<file path="config.mk">
export PLATFORM = sky130hd
export DESIGN_NAME = header_sync_packet_deframer_top
export DESIGN_NICKNAME = d
export VERILOG_FILES = /design/src/design/hspd_pkg.sv /design/src/design/hspd_framer.sv /design/src/design/hspd_out_reg.sv /design/src/design/header_sync_packet_deframer_top.sv
export VERILOG_INCLUDE_DIRS = /design/src /design/src/design
export SDC_FILE = /design/constraint.sdc
export NUM_CORES = 1
export LEC_CHECK = 0
export BUFFER_PORTS_ARGS = -buffer_cell sky130_fd_sc_hd__buf_4
export CORE_ASPECT_RATIO = 1.5
export CORE_MARGIN = 8
export CORE_UTILIZATION = 45
export DETAILED_ROUTE_END_ITERATION = 7
export GPL_ROUTABILITY_DRIVEN = 0
export GPL_TIMING_DRIVEN = 0
export PLACE_DENSITY = 0.74
export SYNTH_ARGS = -nofsm -noshare
export SYNTH_HDL_FRONTEND = slang
export SYNTH_HIERARCHICAL = 1
export SYNTH_SLANG_ARGS = --single-unit
export TNS_END_PERCENT = 30
</file>
<file path="constraint.sdc">
create_clock -name clk -period 3.7 [get_ports clk]
set_input_delay 0.74 -clock clk [delete_from_list [all_inputs] [get_ports clk]]
set_output_delay 0.74 -clock clk [all_outputs]
set_load 0.01 [all_outputs]
</file>
<file path="src/design/header_sync_packet_deframer_top_assert.svh">
// ---------------------------------------------------------------------------
// header_sync_packet_deframer_top assertion macros
// assertion macros used by the deframer top, empty in synthesis
// ---------------------------------------------------------------------------
`ifndef HEADER_SYNC_PACKET_DEFRAMER_TOP_ASSERT_SVH
`define HEADER_SYNC_PACKET_DEFRAMER_TOP_ASSERT_SVH

`ifndef SYNTHESIS

// same-cycle implication, checked out of reset
`define HSPD_ASSERT_NOW(lbl, ante, cons) \
  lbl: assert property (@(posedge clk) disable iff (rst) (ante) |-> (cons)) \
    else $error("deframer assertion failed");

// next-cycle implication, checked out of reset
`define HSPD_ASSERT_NEXT(lbl, ante, cons) \
  lbl: assert property (@(posedge clk) disable iff (rst) (ante) |=> (cons)) \
    else $error("deframer assertion failed");

`else

`define HSPD_ASSERT_NOW(lbl, ante, cons)
`define HSPD_ASSERT_NEXT(lbl, ante, cons)

`endif

`endif

</file>
<file path="src/design/hspd_pkg.sv">
// ---------------------------------------------------------------------------
// hspd_pkg
// types and constants shared by the packet deframer modules
// ---------------------------------------------------------------------------
package hspd_pkg;

  localparam int unsigned PacketBytes = 10;
  localparam int unsigned CountW      = 4;
  localparam int unsigned SumW        = 12;
  localparam int unsigned PayloadN    = PacketBytes - 2;
  localparam int unsigned PayIdxW     = $clog2(PayloadN);

  localparam logic [7:0] HeaderReset = 8'h20;
  localparam logic [7:0] MaskReset   = 8'h40;

  localparam int unsigned CfgIndexW = 2;

  typedef enum logic [CfgIndexW-1:0] {
    CFG_HEADER_VALUE  = 2'd0,
    CFG_CHECKSUM_MASK = 2'd1
  } cfg_index_t;

  typedef struct packed {
    logic [7:0] header_value;
    logic [7:0] checksum_mask;
  } cfg_t;

  typedef struct packed {
    logic        checksum_ok;
    logic [31:0] second_word;
    logic [31:0] first_word;
  } result_t;

  typedef struct packed {
    logic [CountW-1:0] byte_count;
    logic              packet_open;
    logic              res_fire;
  } status_t;

endpackage

</file>
<file path="src/design/hspd_framer.sv">
// ---------------------------------------------------------------------------
// hspd_framer
// input byte register, framing state and checksum, one byte per cycle unless a result is held back
// ---------------------------------------------------------------------------
module hspd_framer (
  input  logic              clk,
  input  logic              rst,
  input  hspd_pkg::cfg_t    cfg,
  input  logic              in_valid,
  output logic              in_ready,
  input  logic [7:0]        in_byte,
  input  logic              res_ready,
  output logic              res_valid,
  output hspd_pkg::result_t res,
  output hspd_pkg::status_t status
);
  import hspd_pkg::*;

  logic                s1_valid;
  logic [7:0]          s1_byte;
  logic [CountW-1:0]   byte_count;
  logic                packet_open;
  logic [SumW-1:0]     running_sum;
  logic [7:0]          payload_bytes [PayloadN];

  logic                hdr_hit;
  logic                open_eff;
  logic [CountW-1:0]   pos;
  logic                last_pos;
  logic                make_res;
  logic                s1_fire;
  logic [7:0]          expect_byte;

  assign hdr_hit  = (s1_byte == cfg.header_value) && !packet_open;
  assign open_eff = packet_open || hdr_hit;

  always_comb begin
    if (hdr_hit || (byte_count >= CountW'(PacketBytes))) begin
      pos = '0;
    end else begin
      pos = byte_count;
    end
  end

  assign last_pos    = (pos == CountW'(PacketBytes - 1));
  assign make_res    = last_pos && open_eff;
  assign s1_fire     = s1_valid && (!make_res || res_ready);
  assign in_ready    = !s1_valid || s1_fire;
  assign res_valid   = s1_fire && make_res;
  assign expect_byte = running_sum[7:0] & cfg.checksum_mask;

  assign res.first_word  = {payload_bytes[3], payload_bytes[2],
                            payload_bytes[1], payload_bytes[0]};
  assign res.second_word = {payload_bytes[7], payload_bytes[6],
                            payload_bytes[5], payload_bytes[4]};
  assign res.checksum_ok = (expect_byte == s1_byte);

  assign status.byte_count  = byte_count;
  assign status.packet_open = packet_open;
  assign status.res_fire    = res_valid;

  // input byte register
  always_ff @(posedge clk) begin
    if (rst) begin
      s1_valid <= 1'b0;
    end else if (in_ready) begin
      s1_valid <= in_valid;
    end
    if (in_ready && in_valid) begin
      s1_byte <= in_byte;
    end
  end

  // framing state
  always_ff @(posedge clk) begin
    if (rst) begin
      byte_count  <= '0;
      packet_open <= 1'b0;
      running_sum <= '0;
    end else if (s1_fire) begin
      if (pos == '0) begin
        running_sum <= SumW'(s1_byte);
      end else if (!last_pos) begin
        running_sum <= running_sum + SumW'(s1_byte);
      end
      if (last_pos) begin
        byte_count  <= '0;
        packet_open <= 1'b0;
      end else begin
        byte_count  <= pos + CountW'(1);
        packet_open <= open_eff;
      end
    end
  end

  // payload bytes, positions one to eight
  always_ff @(posedge clk) begin
    if (s1_fire && (pos != '0) && !last_pos) begin
      payload_bytes[PayIdxW'(pos - CountW'(1))] <= s1_byte;
    end
  end

endmodule

</file>
<file path="src/design/hspd_out_reg.sv">
// ---------------------------------------------------------------------------
// hspd_out_reg
// result register between the framer and the master stream
// ---------------------------------------------------------------------------
module hspd_out_reg (
  input  logic              clk,
  input  logic              rst,
  input  logic              res_valid,
  output logic              res_ready,
  input  hspd_pkg::result_t res,
  output logic              out_valid,
  input  logic              out_ready,
  output hspd_pkg::result_t out_res
);
  import hspd_pkg::*;

  assign res_ready = !out_valid || out_ready;

  always_ff @(posedge clk) begin
    if (rst) begin
      out_valid <= 1'b0;
    end else if (res_ready) begin
      out_valid <= res_valid;
    end
    if (res_ready && res_valid) begin
      out_res <= res;
    end
  end

endmodule

</file>
<file path="src/design/header_sync_packet_deframer_top.sv">
// ---------------------------------------------------------------------------
// header_sync_packet_deframer_top
// fixed-length packet deframer with header sync and masked-sum check
// ---------------------------------------------------------------------------
// usage
//   slave stream carries one received byte per item in s_tdata
//   a header byte seen while no packet is open starts a ten-byte packet
//   bytes are counted modulo ten, open or not; a header byte while closed restarts the count
//   after the tenth byte of an open packet one item leaves the master stream:
//   bytes 1-4 and 5-8 as little-endian words, and checksum_ok in m_tuser
//   failing packets still produce an item, with checksum_ok low
//   config: cfg_we writes cfg_data to register cfg_index
//     (0 header value, 1 checksum mask); other indices are ignored
// timing
//   one byte per cycle sustained while the output register can take results;
//   the last byte of a packet passes the input register, and its result the
//   output register, before the result shows on m_tvalid
//   a stalled master holds its result; the input register keeps taking
//   bytes until a second finished packet needs the output register
// reset
//   rst (synchronous) clears count, open flag, sum and both valids, and
//   sets header 0x20 and mask 0x40
// ---------------------------------------------------------------------------
module header_sync_packet_deframer_top (
  input  logic                                 clk,
  input  logic                                 rst,
  // slave stream
  input  logic                                 s_tvalid,
  output logic                                 s_tready,
  input  logic [7:0]                           s_tdata,  // [7:0] rx_byte
  // master stream
  output logic                                 m_tvalid,
  input  logic                                 m_tready,
  output logic [63:0]                          m_tdata,  // [31:0] first_word, [63:32] second_word
  output logic                                 m_tuser,  // [0] checksum_ok
  // configuration writes
  input  logic                                 cfg_we,
  input  logic [hspd_pkg::CfgIndexW-1:0]       cfg_index,
  input  logic [7:0]                           cfg_data
);
  import hspd_pkg::*;

  `include "header_sync_packet_deframer_top_assert.svh"

  cfg_t    cfg;
  result_t res;
  result_t out_res;
  status_t status;
  logic    res_valid;
  logic    res_ready;

  // configuration registers
  always_ff @(posedge clk) begin
    if (rst) begin
      cfg.header_value  <= HeaderReset;
      cfg.checksum_mask <= MaskReset;
    end else if (cfg_we) begin
      case (cfg_index)
        CFG_HEADER_VALUE:  cfg.header_value  <= cfg_data;
        CFG_CHECKSUM_MASK: cfg.checksum_mask <= cfg_data;
        default: ;
      endcase
    end
  end

  // byte register, framing state and check
  hspd_framer u_framer (
    .clk       (clk),
    .rst       (rst),
    .cfg       (cfg),
    .in_valid  (s_tvalid),
    .in_ready  (s_tready),
    .in_byte   (s_tdata),
    .res_ready (res_ready),
    .res_valid (res_valid),
    .res       (res),
    .status    (status)
  );

  // result register toward the master side
  hspd_out_reg u_out_reg (
    .clk       (clk),
    .rst       (rst),
    .res_valid (res_valid),
    .res_ready (res_ready),
    .res       (res),
    .out_valid (m_tvalid),
    .out_ready (m_tready),
    .out_res   (out_res)
  );

  assign m_tdata = {out_res.second_word, out_res.first_word};
  assign m_tuser = out_res.checksum_ok;

  // count stays inside the packet
  `HSPD_ASSERT_NOW(a_count_range, 1'b1, status.byte_count < CountW'(PacketBytes))
  // a result closes the packet and restarts the count
  `HSPD_ASSERT_NEXT(a_res_closes, status.res_fire, !status.packet_open)
  `HSPD_ASSERT_NEXT(a_res_count, status.res_fire, status.byte_count == '0)
  // a result always lands in the output register
  `HSPD_ASSERT_NEXT(a_res_lands, status.res_fire, m_tvalid)

endmodule
</file>
==> summary.md <==
| Metric | Value |
|---|---|
| GRT Residual Overflow | `0` |
| Clk pin slew, worst setup/hold paths | `0.07 ns` |
| Largest net degree at the start of global routing | `18` |
| R2R depth | `11` |
| Later-pin clock latency in the skew report | `0.41 ns` |
| Core box area | `13860 um^2` |
| First-pass GRT wire length | `20440 um` |
| Syn_area_per_cell | `15.92 um^2` |
| Die area | `18130 um^2` |
| Longest Clk Path Bufs | `2` |
| Detail Placement HPWL | `8311 um` |
| Cell Area, Synth | `6304 um^2` |
| Initial DRC count | `260` |
| Vias per inst | `5.168` |
| WP data arrival | `2.82 ns` |
| Flop2flop setup slack | `0.17 ns` |
| Via total after detailed routing | `3633` |
| Max_cap viols | `0` |
| Max rail drop VDD | `300.5 uV` |
| Crit path launch type | `flip-flop` |
| Setup violations, final | `0` |
| Status | `finished clean` |
| Critical path class | `flip-flop to primary output` |
| Cell at the root of the clock tree | `clkbuf_16` |
| Vias in the first global route | `3803` |
| Clock sinks | `168` |
| Worst setup EP type | `primary output` |
| FF-to-FF End | `u_framer/payload_bytes[2][5]` |
| Hold Violations, Final | `0` |
| Slew HR | `46.91%` |
| Skew final | `0.01271 ns` |
| Number of port buffers | `89` |
| WL final | `13030 um` |
| Final nets | `560` |
| GRT Total Usage | `14.81%` |
| Synthesis Warnings | `6` |
| Fin crit share | `96.24%` |
| Fmax | `280.8 MHz` |
| Die Span X | `112.6 um` |
| Syn_nets | `431` |
| Layout fillers | `1058` |
| Tmin final | `3.561 ns` |
| WL per Instance | `18.53 um` |
| P per Cell Area | `515.7 nW/um^2` |
| Commonest non-fill, non-tap cell in the layout | `edfxtp_1` |
| # H-tree levels | `4` |
| Fin util | `57.82%` |
| CTS tree | `built` |
| DRC violations left | `0` |
| Syn-to-layout area delta | `27.13%` |
| Critical Path RT | `2.96 ns` |
| Diodes inserted | `0` |
| Hold path depth | `0` |
| Commonest non-fill, non-tap cells in the layout | `edfxtp_1 (137), buf_4 (107), dfxtp_1 (31)` |
| Lkg Pwr | `2.923 nW` |
| Gate Count Post-Synth | `396` |
| Cts bufs inserted | `17` |
| DR pass1 iterations | `4` |
| Worst Tran Pin Value | `0.7963 ns` |
| Initial Utilization | `45.48%` |
| Worst r2r src | `u_framer/s1_byte[7]` |
| I/O Pins | `90` |
| Initial antenna violation count | `0` |
| Worst-path fanout max | `7` |
| Hold Path Class | `flip-flop to flip-flop` |
| # rows | `53` |
| Layout cells sized above 1 | `30.67%` |
| Die height | `161.0 um` |
| Worst Hold End | `u_out_reg/out_res[29]` |
| Hold Startpoint | `u_framer/payload_bytes[3][5]` |
| Post-route ant nets | `0` |
| Slew Viols, Final | `0` |
| PnR Total Power | `4.133 mW` |
metrics by stage:
stage	TNS, ns	setup WS [ns]	area (um^2)	hold slack (ns)	instances
floorplan	0	0.3136	6304	0.4003	396
global placement	-28.80	-0.4926	7178	0.4027	650
detailed placement	-41.19	-0.5758	7178	0.4045	650
CTS	0	0.0002032	7929	0.4154	695
global route	-0.02219	-0.02219	8014	0.4177	703
finish	0	0.1391	8014	0.4143	703
where the power goes:
group	internal, mW	switching (mW)	total (mW)
Sequential	2.06	0.0227	2.08
Combinational	0.103	0.136	0.239
Clock	1.08	0.728	1.81
worst max-delay path: stages, from the launching register on:
cell and delay, ns:
edfxtp_1 0.45, buf_6 0.17, xnor2_2 0.17, nand4_4 0.15
o31a_1 0.36, and2_4 0.22, ha_1 0.22, and4bb_2 0.26
nand2_1 0.13, nor2_1 0.07, nand2_1 0.08, buf_4 0.12
routing by layer:
metal	vias up	routed length, um	track usage [%]	share of wire [%]
met5	-	0	0	0
met4	0	231	6.470	1.8
met3	14	806	4.209	6.2
met2	120	7124	26.71	55
met1	1772	4864	15.62	37
li1	1727	-	-	-
flip-flops by register name, indices dropped and copies added (netlist names):
register	flops
u_framer/packet_open	1
u_framer/payload_bytes	64
cfg	16
u_framer/s1_valid	1
u_framer/running_sum	8
u_out_reg/out_res	65
u_framer/s1_byte	8
u_framer/byte_count	4
u_out_reg/out_valid	1
worst max path at each step:
| stage | start | end | slack (ns) | depth (start not counted) |
|---|---|---|---|---|
| after floorplan | u_framer/s1_byte[6] | u_framer/payload_bytes[2][0] | 0.31 | 10 |
| after global placement | u_framer/s1_byte[2] | u_framer/payload_bytes[7][5] | -0.49 | 10 |
| after detailed placement | u_framer/s1_byte[4] | u_framer/payload_bytes[7][5] | -0.58 | 10 |
| after CTS | u_framer/s1_byte[7] | s_tready | 0.0002 | 11 |
| after global routing | u_framer/s1_byte[7] | s_tready | -0.02 | 11 |
| final | u_framer/s1_byte[7] | s_tready | 0.14 | 11 |
timing repair:
action | CTS | global route
pin swaps | 3 | 3
hold buffers | 0 | 0
setup buffers | 10 | 8
cloned | 3 | 0
endpoints found under the setup margin | 130 | 73
resized for setup | 12 | 4
hold endpoints to repair | 0 | 0
final cells by class:
class / instances / area, um^2 / share of cell area [%]
inverter: 15 / 56.30 / 0.7026
multi-input combinational: 207 / 1536 / 19.17
sequential: 168 / 4735 / 59.08
buffer: 9 / 47.55 / 0.5933
clock inverter: 14 / 187.7 / 2.342
clock buffer: 18 / 429.2 / 5.355
timing repair buffer: 107 / 815.8 / 10.18
tap: 165 / 206.4 / 2.576
No activity file was read; power rests on OpenSTA's default activity.
